File: src/sv/cidwl_pkg.sv
// Types and codes shared by the card ID whitelist table.
// No dependencies; every other file imports this package.
package cidwl_pkg;

   localparam logic [1:0] OP_LOOKUP = 2'd0;
   localparam logic [1:0] OP_ADD    = 2'd1;
   localparam logic [1:0] OP_DELETE = 2'd2;
   localparam logic [1:0] OP_CLEAR  = 2'd3;

   localparam logic [1:0] ST_DONE      = 2'd0;
   localparam logic [1:0] ST_DUPLICATE = 2'd1;
   localparam logic [1:0] ST_ABSENT    = 2'd2;
   localparam logic [1:0] ST_FULL      = 2'd3;

   typedef struct packed {
      logic [1:0]  func;
      logic [31:0] card_id;
   } req_type;

   typedef struct packed {
      logic       found;
      logic [6:0] slot;
      logic [6:0] entry_count;
      logic       is_master;
      logic [1:0] status;
   } rsp_type;

   typedef enum logic [1:0] {
      S_IDLE,
      S_SEARCH,
      S_SHIFT,
      S_FINISH
   } state_type;

   typedef struct packed {
      logic load;
      logic search;
      logic shift_init;
      logic shift;
      logic finish;
   } cmd_type;

   typedef struct packed {
      logic search_done;
      logic hit;
      logic is_delete;
      logic shift_done;
   } sts_type;

endpackage

File: src/sv/cidwl_ctrl.sv
// Controller of the card ID whitelist table: search, shift and finish sequencing.
// Depends on cidwl_pkg.
module cidwl_ctrl import cidwl_pkg::*; (
   input  logic      clock,
   input  logic      reset,
   input  logic      start,
   output logic      busy,
   input  sts_type   sts,
   output cmd_type   cmd
);

   state_type state_ff, state_in;

   always_comb begin
      state_in = state_ff;
      case (state_ff)
         S_IDLE: begin
            if (start) state_in = S_SEARCH;
         end
         S_SEARCH: begin
            if (sts.search_done) begin
               if (sts.is_delete && sts.hit) state_in = S_SHIFT;
               else state_in = S_FINISH;
            end
         end
         S_SHIFT: begin
            if (sts.shift_done) state_in = S_FINISH;
         end
         S_FINISH: state_in = S_IDLE;
         default:  state_in = S_IDLE;
      endcase
   end

   always_comb begin
      cmd = '0;
      case (state_ff)
         S_IDLE: cmd.load = start;
         S_SEARCH: begin
            cmd.search     = 1'b1;
            cmd.shift_init = sts.search_done && sts.is_delete && sts.hit;
         end
         S_SHIFT:  cmd.shift  = 1'b1;
         S_FINISH: cmd.finish = 1'b1;
         default:  cmd = '0;
      endcase
   end

   assign busy = (state_ff != S_IDLE);

   always_ff @(posedge clock) begin
      if (reset) state_ff <= S_IDLE;
      else state_ff <= state_in;
   end

endmodule

File: src/sv/cidwl_dp.sv
// Datapath of the card ID whitelist table: ID memory, pointers, compare and result.
// Depends on cidwl_pkg; driven by cidwl_ctrl.
module cidwl_dp import cidwl_pkg::*; #(
   parameter int TABLE_DEPTH = 64
) (
   input  logic        clock,
   input  logic        reset,
   input  cmd_type     cmd,
   output sts_type     sts,
   input  req_type     req_data,
   input  logic        csr_valid,
   input  logic [31:0] csr_data,
   output logic        rsp_valid,
   output rsp_type     rsp_data
);

   localparam int AW = (TABLE_DEPTH > 1) ? $clog2(TABLE_DEPTH) : 1;
   localparam int CW = $clog2(TABLE_DEPTH + 1);

   logic [31:0]   mem [TABLE_DEPTH];
   logic [31:0]   rd_data_ff;

   logic [1:0]    func_ff, func_in;
   logic [31:0]   id_ff, id_in;
   logic [31:0]   master_ff, master_in;
   logic [CW-1:0] count_ff, count_in;
   logic [CW-1:0] idx_ff, idx_in;
   logic          pend_ff, pend_in;
   logic [CW-1:0] pend_idx_ff, pend_idx_in;
   logic          hit_ff, hit_in;
   logic [CW-1:0] hit_slot_ff, hit_slot_in;
   logic          rsp_valid_ff, rsp_valid_in;
   rsp_type       rsp_ff, rsp_in;

   logic          match;
   logic          issue;
   logic          wr_en;
   logic [AW-1:0] wr_addr;
   logic [31:0]   wr_data;
   logic [CW-1:0] slot_val;
   logic [CW-1:0] cnt_val;
   logic [1:0]    status_val;
   logic [CW+6:0] slot_ext;
   logic [CW+6:0] cnt_ext;

   assign match = pend_ff && (rd_data_ff == id_ff);

   always_comb begin
      func_in      = func_ff;
      id_in        = id_ff;
      master_in    = csr_valid ? csr_data : master_ff;
      count_in     = count_ff;
      idx_in       = idx_ff;
      pend_in      = 1'b0;
      pend_idx_in  = idx_ff;
      hit_in       = hit_ff;
      hit_slot_in  = hit_slot_ff;
      rsp_valid_in = 1'b0;
      rsp_in       = rsp_ff;
      issue        = 1'b0;
      wr_en        = 1'b0;
      wr_addr      = pend_idx_ff[AW-1:0] - AW'(1);
      wr_data      = rd_data_ff;
      slot_val     = hit_slot_ff;
      cnt_val      = count_ff;
      status_val   = ST_DONE;

      if (cmd.load) begin
         func_in     = req_data.func;
         id_in       = req_data.card_id;
         idx_in      = '0;
         hit_in      = 1'b0;
         hit_slot_in = '0;
      end

      if (cmd.search) begin
         issue = (idx_ff < count_ff) && !hit_ff && !match;
         if (issue) idx_in = idx_ff + CW'(1);
         pend_in = issue;
         if (match) begin
            hit_in      = 1'b1;
            hit_slot_in = pend_idx_ff + CW'(1);
         end
      end

      if (cmd.shift_init) begin
         idx_in  = hit_slot_ff;
         pend_in = 1'b0;
      end

      if (cmd.shift) begin
         issue = (idx_ff < count_ff);
         if (issue) idx_in = idx_ff + CW'(1);
         pend_in = issue;
         wr_en   = pend_ff;
      end

      if (cmd.finish) begin
         case (func_ff)
            OP_LOOKUP: status_val = ST_DONE;
            OP_ADD: begin
               if (hit_ff) begin
                  status_val = ST_DUPLICATE;
               end else if (count_ff >= CW'(TABLE_DEPTH)) begin
                  status_val = ST_FULL;
                  slot_val   = '0;
               end else begin
                  wr_en    = 1'b1;
                  wr_addr  = count_ff[AW-1:0];
                  wr_data  = id_ff;
                  cnt_val  = count_ff + CW'(1);
                  slot_val = cnt_val;
               end
            end
            OP_DELETE: begin
               if (!hit_ff) status_val = ST_ABSENT;
               else cnt_val = count_ff - CW'(1);
            end
            OP_CLEAR: cnt_val = '0;
            default:  status_val = ST_DONE;
         endcase
         count_in     = cnt_val;
         rsp_valid_in = 1'b1;
      end

      slot_ext = {7'd0, slot_val};
      cnt_ext  = {7'd0, cnt_val};
      if (cmd.finish) begin
         rsp_in.found       = hit_ff;
         rsp_in.slot        = slot_ext[6:0];
         rsp_in.entry_count = cnt_ext[6:0];
         rsp_in.is_master   = (id_ff == master_ff);
         rsp_in.status      = status_val;
      end
   end

   always_ff @(posedge clock) begin
      if (wr_en) mem[wr_addr] <= wr_data;
      rd_data_ff <= mem[idx_ff[AW-1:0]];
   end

   always_ff @(posedge clock) begin
      func_ff     <= func_in;
      id_ff       <= id_in;
      idx_ff      <= idx_in;
      pend_idx_ff <= pend_idx_in;
      hit_ff      <= hit_in;
      hit_slot_ff <= hit_slot_in;
      rsp_ff      <= rsp_in;
      if (reset) begin
         master_ff    <= '0;
         count_ff     <= '0;
         pend_ff      <= 1'b0;
         rsp_valid_ff <= 1'b0;
      end else begin
         master_ff    <= master_in;
         count_ff     <= count_in;
         pend_ff      <= pend_in;
         rsp_valid_ff <= rsp_valid_in;
      end
   end

   assign sts.search_done = hit_ff || (!pend_ff && (idx_ff >= count_ff));
   assign sts.hit         = hit_ff;
   assign sts.is_delete   = (func_ff == OP_DELETE);
   assign sts.shift_done  = !pend_ff && (idx_ff >= count_ff);

   assign rsp_valid = rsp_valid_ff;
   assign rsp_data  = rsp_ff;

endmodule

File: src/sv/card_id_whitelist_table_unit.sv
// Top level of the card ID whitelist table: controller plus datapath.
// Depends on cidwl_pkg, cidwl_ctrl and cidwl_dp.
//
// Usage:
//   Request: drive req_data (func, card_id) and raise start; the word is
//   taken at a clock edge where start is high and busy is low.
//   Response: one word per request, on rsp_data for a single cycle with
//   rsp_valid high. The receiver cannot stall; it must take it then.
//   Master ID: written through csr_valid/csr_data; csr_ready is always high.
//   Write it only while busy is low.
// Timing:
//   The search reads one stored ID per cycle through the single memory read
//   port. A delete that hits then compacts the table at one entry per
//   cycle. A finish step follows; the response appears in the cycle after
//   it. busy drops as the response is shown, so a new request may start in
//   that cycle.
// Reset:
//   Synchronous reset empties the table and clears the master ID to zero.
module card_id_whitelist_table_unit import cidwl_pkg::*; #(
   parameter int TABLE_DEPTH = 64
) (
   input  logic        clock,
   input  logic        reset,
   input  logic        start,
   output logic        busy,
   input  req_type     req_data,
   output logic        rsp_valid,
   output rsp_type     rsp_data,
   input  logic        csr_valid,
   output logic        csr_ready,
   input  logic [31:0] csr_data
);

   cmd_type cmd;
   sts_type sts;

   assign csr_ready = 1'b1;

   cidwl_ctrl u_ctrl (
      .clock (clock),
      .reset (reset),
      .start (start),
      .busy  (busy),
      .sts   (sts),
      .cmd   (cmd)
   );

   cidwl_dp #(
      .TABLE_DEPTH (TABLE_DEPTH)
   ) u_dp (
      .clock     (clock),
      .reset     (reset),
      .cmd       (cmd),
      .sts       (sts),
      .req_data  (req_data),
      .csr_valid (csr_valid && csr_ready),
      .csr_data  (csr_data),
      .rsp_valid (rsp_valid),
      .rsp_data  (rsp_data)
   );

   a_start_busy: assert property (@(posedge clock) disable iff (reset)
      (start && !busy) |=> busy)
      else $error("accepted request did not raise busy");

   a_rsp_single: assert property (@(posedge clock) disable iff (reset)
      rsp_valid |=> !rsp_valid)
      else $error("response strobe held beyond one cycle");

   a_rsp_after_finish: assert property (@(posedge clock) disable iff (reset)
      rsp_valid |-> $past(cmd.finish))
      else $error("response without a finish step");

   a_full_no_slot: assert property (@(posedge clock) disable iff (reset)
      (rsp_valid && (rsp_data.status == ST_FULL)) |->
         (!rsp_data.found && (rsp_data.slot == 7'd0)))
      else $error("refused add reports a slot");

endmodule

File: config.mk
export PLATFORM = sky130hd
export DESIGN_NAME = card_id_whitelist_table_unit
export DESIGN_NICKNAME = d
export VERILOG_FILES = /design/src/sv/cidwl_pkg.sv /design/src/sv/cidwl_ctrl.sv /design/src/sv/cidwl_dp.sv /design/src/sv/card_id_whitelist_table_unit.sv
export SDC_FILE = /design/constraint.sdc
export NUM_CORES = 2
export LEC_CHECK = 0
export CAP_MARGIN = 20
export CORE_AREA = 2 2 465 375
export DETAILED_ROUTE_END_ITERATION = 10
export DIE_AREA = 0 0 467 377
export DONT_BUFFER_PORTS = 1
export GPL_ROUTABILITY_DRIVEN = 0
export PLACE_DENSITY = 0.73
export SLEW_MARGIN = 20
export SYNTH_ARGS = -nofsm -noshare
export SYNTH_HDL_FRONTEND = slang
export SYNTH_SLANG_ARGS = --single-unit
File: constraint.sdc
create_clock -name clock -period 12.1 [get_ports clock]
set_input_delay 1.815 -clock clock [delete_from_list [all_inputs] [get_ports clock]]
set_output_delay 1.815 -clock clock [all_outputs]
set_load 0.005 [all_outputs]
# [After elaboration in Yosys (flattened, before gate mapping)]
# Memories as Yosys holds them, arrays and structs flattened. A register that Yosys moved wholly into a read port is not among the register bits.
# Index checks and enable logic that the tools add are counted.
[totals] regBits=117 mem_bits_rw=2048 mem_count=1 output_inout_bits=21
[classes] muxes=51 n_addsub=5 eq_ne=11 n_reduce_logical=14 n_lt_le_gt_ge=3
[memory_table] memory="u_dp.mem" depth=64 word_bits=32 read_ports=1 rd_clocked_by_memory_dff=1 wr=1 line="cidwl_dp.sv:20" text="logic [31:0] mem [TABLE_DEPTH];"
[ops] op="32-bit 2-to-1 mux" count=4
[ops] op="7-bit 2-to-1 mux" count=15
[ops] op="32-bit == test" count=2
[ops] op="6-bit 2-to-1 mux" count=4
[ops] op="7-bit by 1-bit adder with 7-bit output (second input constant)" count=3
[ops] op="7-bit case mux with 3 select lines" count=1
[ops] op="1-bit 2-to-1 mux" count=18
[ops] op="2-bit 2-to-1 mux" count=7
[ops] op="2-bit == test (second input constant)" count=4
[ops] op="2-bit case mux with 4 select lines" count=1
[ops] op="7-bit >= comparator" count=1
[ops] op="7-bit >= comparator (second input constant)" count=1
[ops] op="1-bit logical AND" count=7
[ops] op="7-bit < comparator" count=1
[ops] op="7-bit by 1-bit subtractor with 7-bit output (second input constant)" count=1
[ops] op="6-bit by 1-bit subtractor with 6-bit output (second input constant)" count=1
[ops] op="2-bit by 1-bit == test with 1-bit output (second input constant)" count=2
[ops] op="2-bit inequality test (second input constant)" count=2
[ops] op="2-bit case mux with 2 select lines" count=1
[ops] op="1-bit logical NOT" count=3
[ops] op="3-bit AND reduction" count=1
[ops] op="2-bit logical NOT" count=1
[ops] op="2-bit by 1-bit inequality test with 1-bit output (second input constant)" count=1
[ops] op="2-bit nonzero test" count=1
[ops] op="1-bit logical OR" count=1

# [Longest topological paths before layout]
[logic_depth] ltp_word=10 mapped_depth=13 depth_no_buf=8

# [By module]
# From an unflattened synthesis, not the netlist that was laid out.
[unflattened] cells_unflattened=3646 area_unflattened_um2=84457.3
[modules_own_cells] module="cidwl_dp" instances=1 seq_area_each_um2=64962.3 cells_each=3617 area_each_um2=84204.5
[modules_own_cells] module="cidwl_ctrl" instances=1 seq_area_each_um2=40.0 cells_each=27 area_each_um2=241.5
[modules_own_cells] module="card_id_whitelist_table_unit" instances=1 seq_area_each_um2=0.0 cells_each=2 area_each_um2=11.3

# [Least setup slack after synthesis]
# Ideal clock, no wire load.
[synth_timing] path_type="register -> register" from="register u_ctrl.state_ff[1]" to="memory u_dp.mem[11][0] (enable)" path_stages_with_launch=10 arrival_time_ps=3664 required_ps=11679 path_buffers=2 path_slack_ps=8014 path_cell_list="dfxtp_1 -> ha_1 -> inv_1 -> or3_1 -> clkbuf_1 -> nand2_1 -> a21boi_1 -> nand2b_1 -> clkbuf_1 -> nor2_1"
[synth_lines] item="start: declaration" line="cidwl_ctrl.sv:12" text="state_type state_ff, state_in;"
[synth_lines] item="start signal: assignment" line="cidwl_ctrl.sv:52" text="else state_ff <= state_in;"
[synth_lines] item="end: declaration" line="cidwl_dp.sv:20"

==> results.yml <==
layout:
  multi_input_area_mm2: 0.0197
  design_area_mm2: 0.0951
  synthToLayoutAreaGrowth_pct: 11.5
  fin_util_pct: 55.6
  nNetsFinal: 4182
  nFillCells: 12300
  drive_above_1_share_pct: 25.2
  seq_area_mm2: 0.0650
sta:
  tns_ns: 0
  fin_skew_ns: 0.0381
  hold_violations: 0
  period_share_pct: 39.9
  finalSetupViolCount: 0
  min_period_ns: 4.83
  drv_slew: 0
  relSlewSlack_pct: 17.4
  timing.fmax_mhz: 207
  tightest_slew_ns: 1.23
  rsz0062_at_grt: "no"
worst_setup_path:
  slowest_delay_ns: 0.82
  crit_fanout: 35
  arrival_ns: 5.28
  required_ns: 12.55
  end_kind: "flop"
  critPathKind: "reg2reg"
  crit_chain: "ha_1 -> inv_1 -> or3_1 -> buf_4 -> o21ai_0 -> nand2_1 -> buf_4 -> nor2_4"
  critPathLaunchType: "flop"
  path_common_cell: "buf_4"
  cp_slowest_cell: "nor2_4"
synthesis:
  netlist_top_cells_count: "2,100 x edfxtp_1, 564 x mux4_2, 242 x nand2_1"
  ys_warn_count: 0
  yosys-top-cells-area: "edfxtp_1 74%, mux4_2 15%, dfxtp_1 2.3%, mux2i_1 1.2%, nand2_1 1.1%"
  synthMostInstantiatedCell: "edfxtp_1"
  async_reset_ff_share_pct: 0
  synth_ff_type: "edfxtp_1"
  yosys.area.top_type: "edfxtp_1"
  synth_seq_cells: 2197
  syn_avg_cell_area_um2: 21.3
  synth-edff-count: 2100
  syn_nets: 4101
  syn_inst: 4010
  synth_cell_types: 68
  yosysTopAreaCellShare_pct: 74.0
  synth_area_mm2: 0.0853
  yosysSeqAreaShare_pct: 76.2
power_and_ir_drop:
  vdd_drop_max_v: 0.000244
  leakage_nw: 29.3
  p_per_area_mw_per_mm2: 221
clocking:
  root_buffer: "clkbuf_16"
  clock_latency_ns: 0.85
  ctsResizeCount: 0
  cts.sinks: 2197
  cts_buffer_depth: 3
  ctsHoldBuffers: 0
  tritoncts: "built"
  numCtsBuffers: 192
  clkTransAtPathRegs_ns: 0.06
  post_cts.repair.setup_buffers: 0
  htreeDepth: 4
floorplan:
  die_w_um: 467
  die_h_um: 377
  die_area_mm2: 0.176
  core_region_area_mm2: 0.171
  fp-row-count: 136
  ios: 91
  start_util_pct: 49.9
drt:
  drc: 0
  drtIter0Drc: 7846
  wl_per_cell_um: 34.3
  vias: 42800
  drt_first_pass_iters: 5
  viasPerCell: 6.56
  ant_nets: 0
  drt-total-wl_mm: 224
flow_run:
  max_cap_violations: 0
place:
  hpwl_mm: 134
  numPortBuffers: 0
  place_area_mm2: 0.0884
grt:
  grt_max_degree: 107
  grt_pass1_vias: 40600
  grt_overflow: 0
  grt_pass1_wl_mm: 313
  track_usage_pct: 25.3
  antenna_found_initial: 17
worst_hold_path:
  hp-class: "reg2reg"
status:
  outcome: "finished, final reports clean"
-- worst paths after layout --
path | slack [ns] | end | start | cells past startpoint
max | 7.27 | u_dp.mem[53][5] | u_ctrl.state_ff[1] | 8
min | 0.48 | u_dp.pend_idx_ff[6] | u_dp.idx_ff[6] | 0
max reg2reg | 7.27 | u_dp.mem[53][5] | u_ctrl.state_ff[1] | 8
min reg2reg | 0.48 | u_dp.pend_idx_ff[6] | u_dp.idx_ff[6] | 0
-- layout make-up --
class | instances | share of cell area, %
Inverter | 24 | 0.103
Multi-Input combinational cell | 1576 | 20.7
Timing Repair Buffer | 100 | 1.29
Sequential cell | 2197 | 68.4
Antenna cell | 4 | 0.0105
Tap cell | 2277 | 3.00
Clock buffer | 249 | 5.50
Clock inverter | 101 | 0.992
-- registers in the layout, summed over array words and instances, names as in the netlist --
signal and cells:
u_dp.pend_idx_ff 7, u_dp.mem 2048, u_dp.rsp_data 18, u_dp.id_ff 32
u_dp.master_ff 32, u_dp.rsp_valid 1, u_dp.count_ff 7, u_dp.pend_ff 1
u_dp.hit_ff 1, u_ctrl.state_ff 2, u_dp.idx_ff 7, u_dp.hit_slot_ff 7
u_dp.func_ff 2, u_dp.rd_data_ff 32
-- layout by cell type, fill, tap and decap left out, types with 17 or more instances in the layout --
cell type,instances
a211oi_1,53
xnor2_1,40
clkbuf_1,40
clkbuf_16,196
buf_4,67
clkinv_1,39
nor2_1,90
clkinv_2,35
nor2b_1,37
dfxtp_1,92
a21oi_1,62
mux2_2,17
buf_12,22
nor2_4,64
a31oi_1,22
nand2_4,20
o21ai_0,21
inv_1,22
ha_1,21
a22oi_1,24
mux2i_1,98
nand2_1,210
edfxtp_1,2100
xor2_1,41
mux4_2,564
-- metrics by stage --
step | hold WS, ns | instances | power [mW] | setup WS, ns
final | 0.483 | 6528 | 21.0 | 7.27
after global routing | 0.480 | 6525 | 21.5 | 6.99
after CTS | 0.466 | 6502 | 21.0 | 7.26
after detailed placement | 0.461 | 6152 | 15.0 | 7.31
after global placement | 0.445 | 6145 | 14.8 | 7.42
after floorplan | 0.352 | 4010 | 12.7 | 8.01
-- kinds of logic (layout without fill, tap and decap cells) --
logic type      Yosys count  after routing  share of synthesized area [%]
flops                  2197           2197                           76.2
other cells               1              5                        0.00440
compound gates          273            273                           2.21
simple gates            520            520                           2.66
mux                     680            680                           16.3
xor+xnor                 81             81                          0.832
buf+inv                 237            474                           1.47
fa+ha+maj                21             21                          0.308
-- critical path: cells and delay by family (launching register included) --
kind,cells,cell delay [ns]
fa+ha+maj,1,0.79
compound gates,1,0.34
flops,1,0.40
buf+inv,3,1.08
simple gates,3,1.77
-- power breakdown --
part | leakage, nW | internal (mW) | total, mW | switching, mW
Combinational | 6.47 | 1.41 | 4.97 | 3.56
Clock | 3.04 | 3.37 | 6.11 | 2.74
Sequential | 19.7 | 9.62 | 9.96 | 0.333
Total | 29.3 | 14.4 | 21.0 | 6.63
-- layer usage --
layer  wire length [um]  up-vias  track usage (%)
li1                   -    16800                -
met1              84700    22600             37.2
met2             101000     3127             36.8
met3              33300      321             8.44
met4               5350        8             5.99
met5                 46        -                0
No activity file was read; power rests on OpenSTA's default activity.
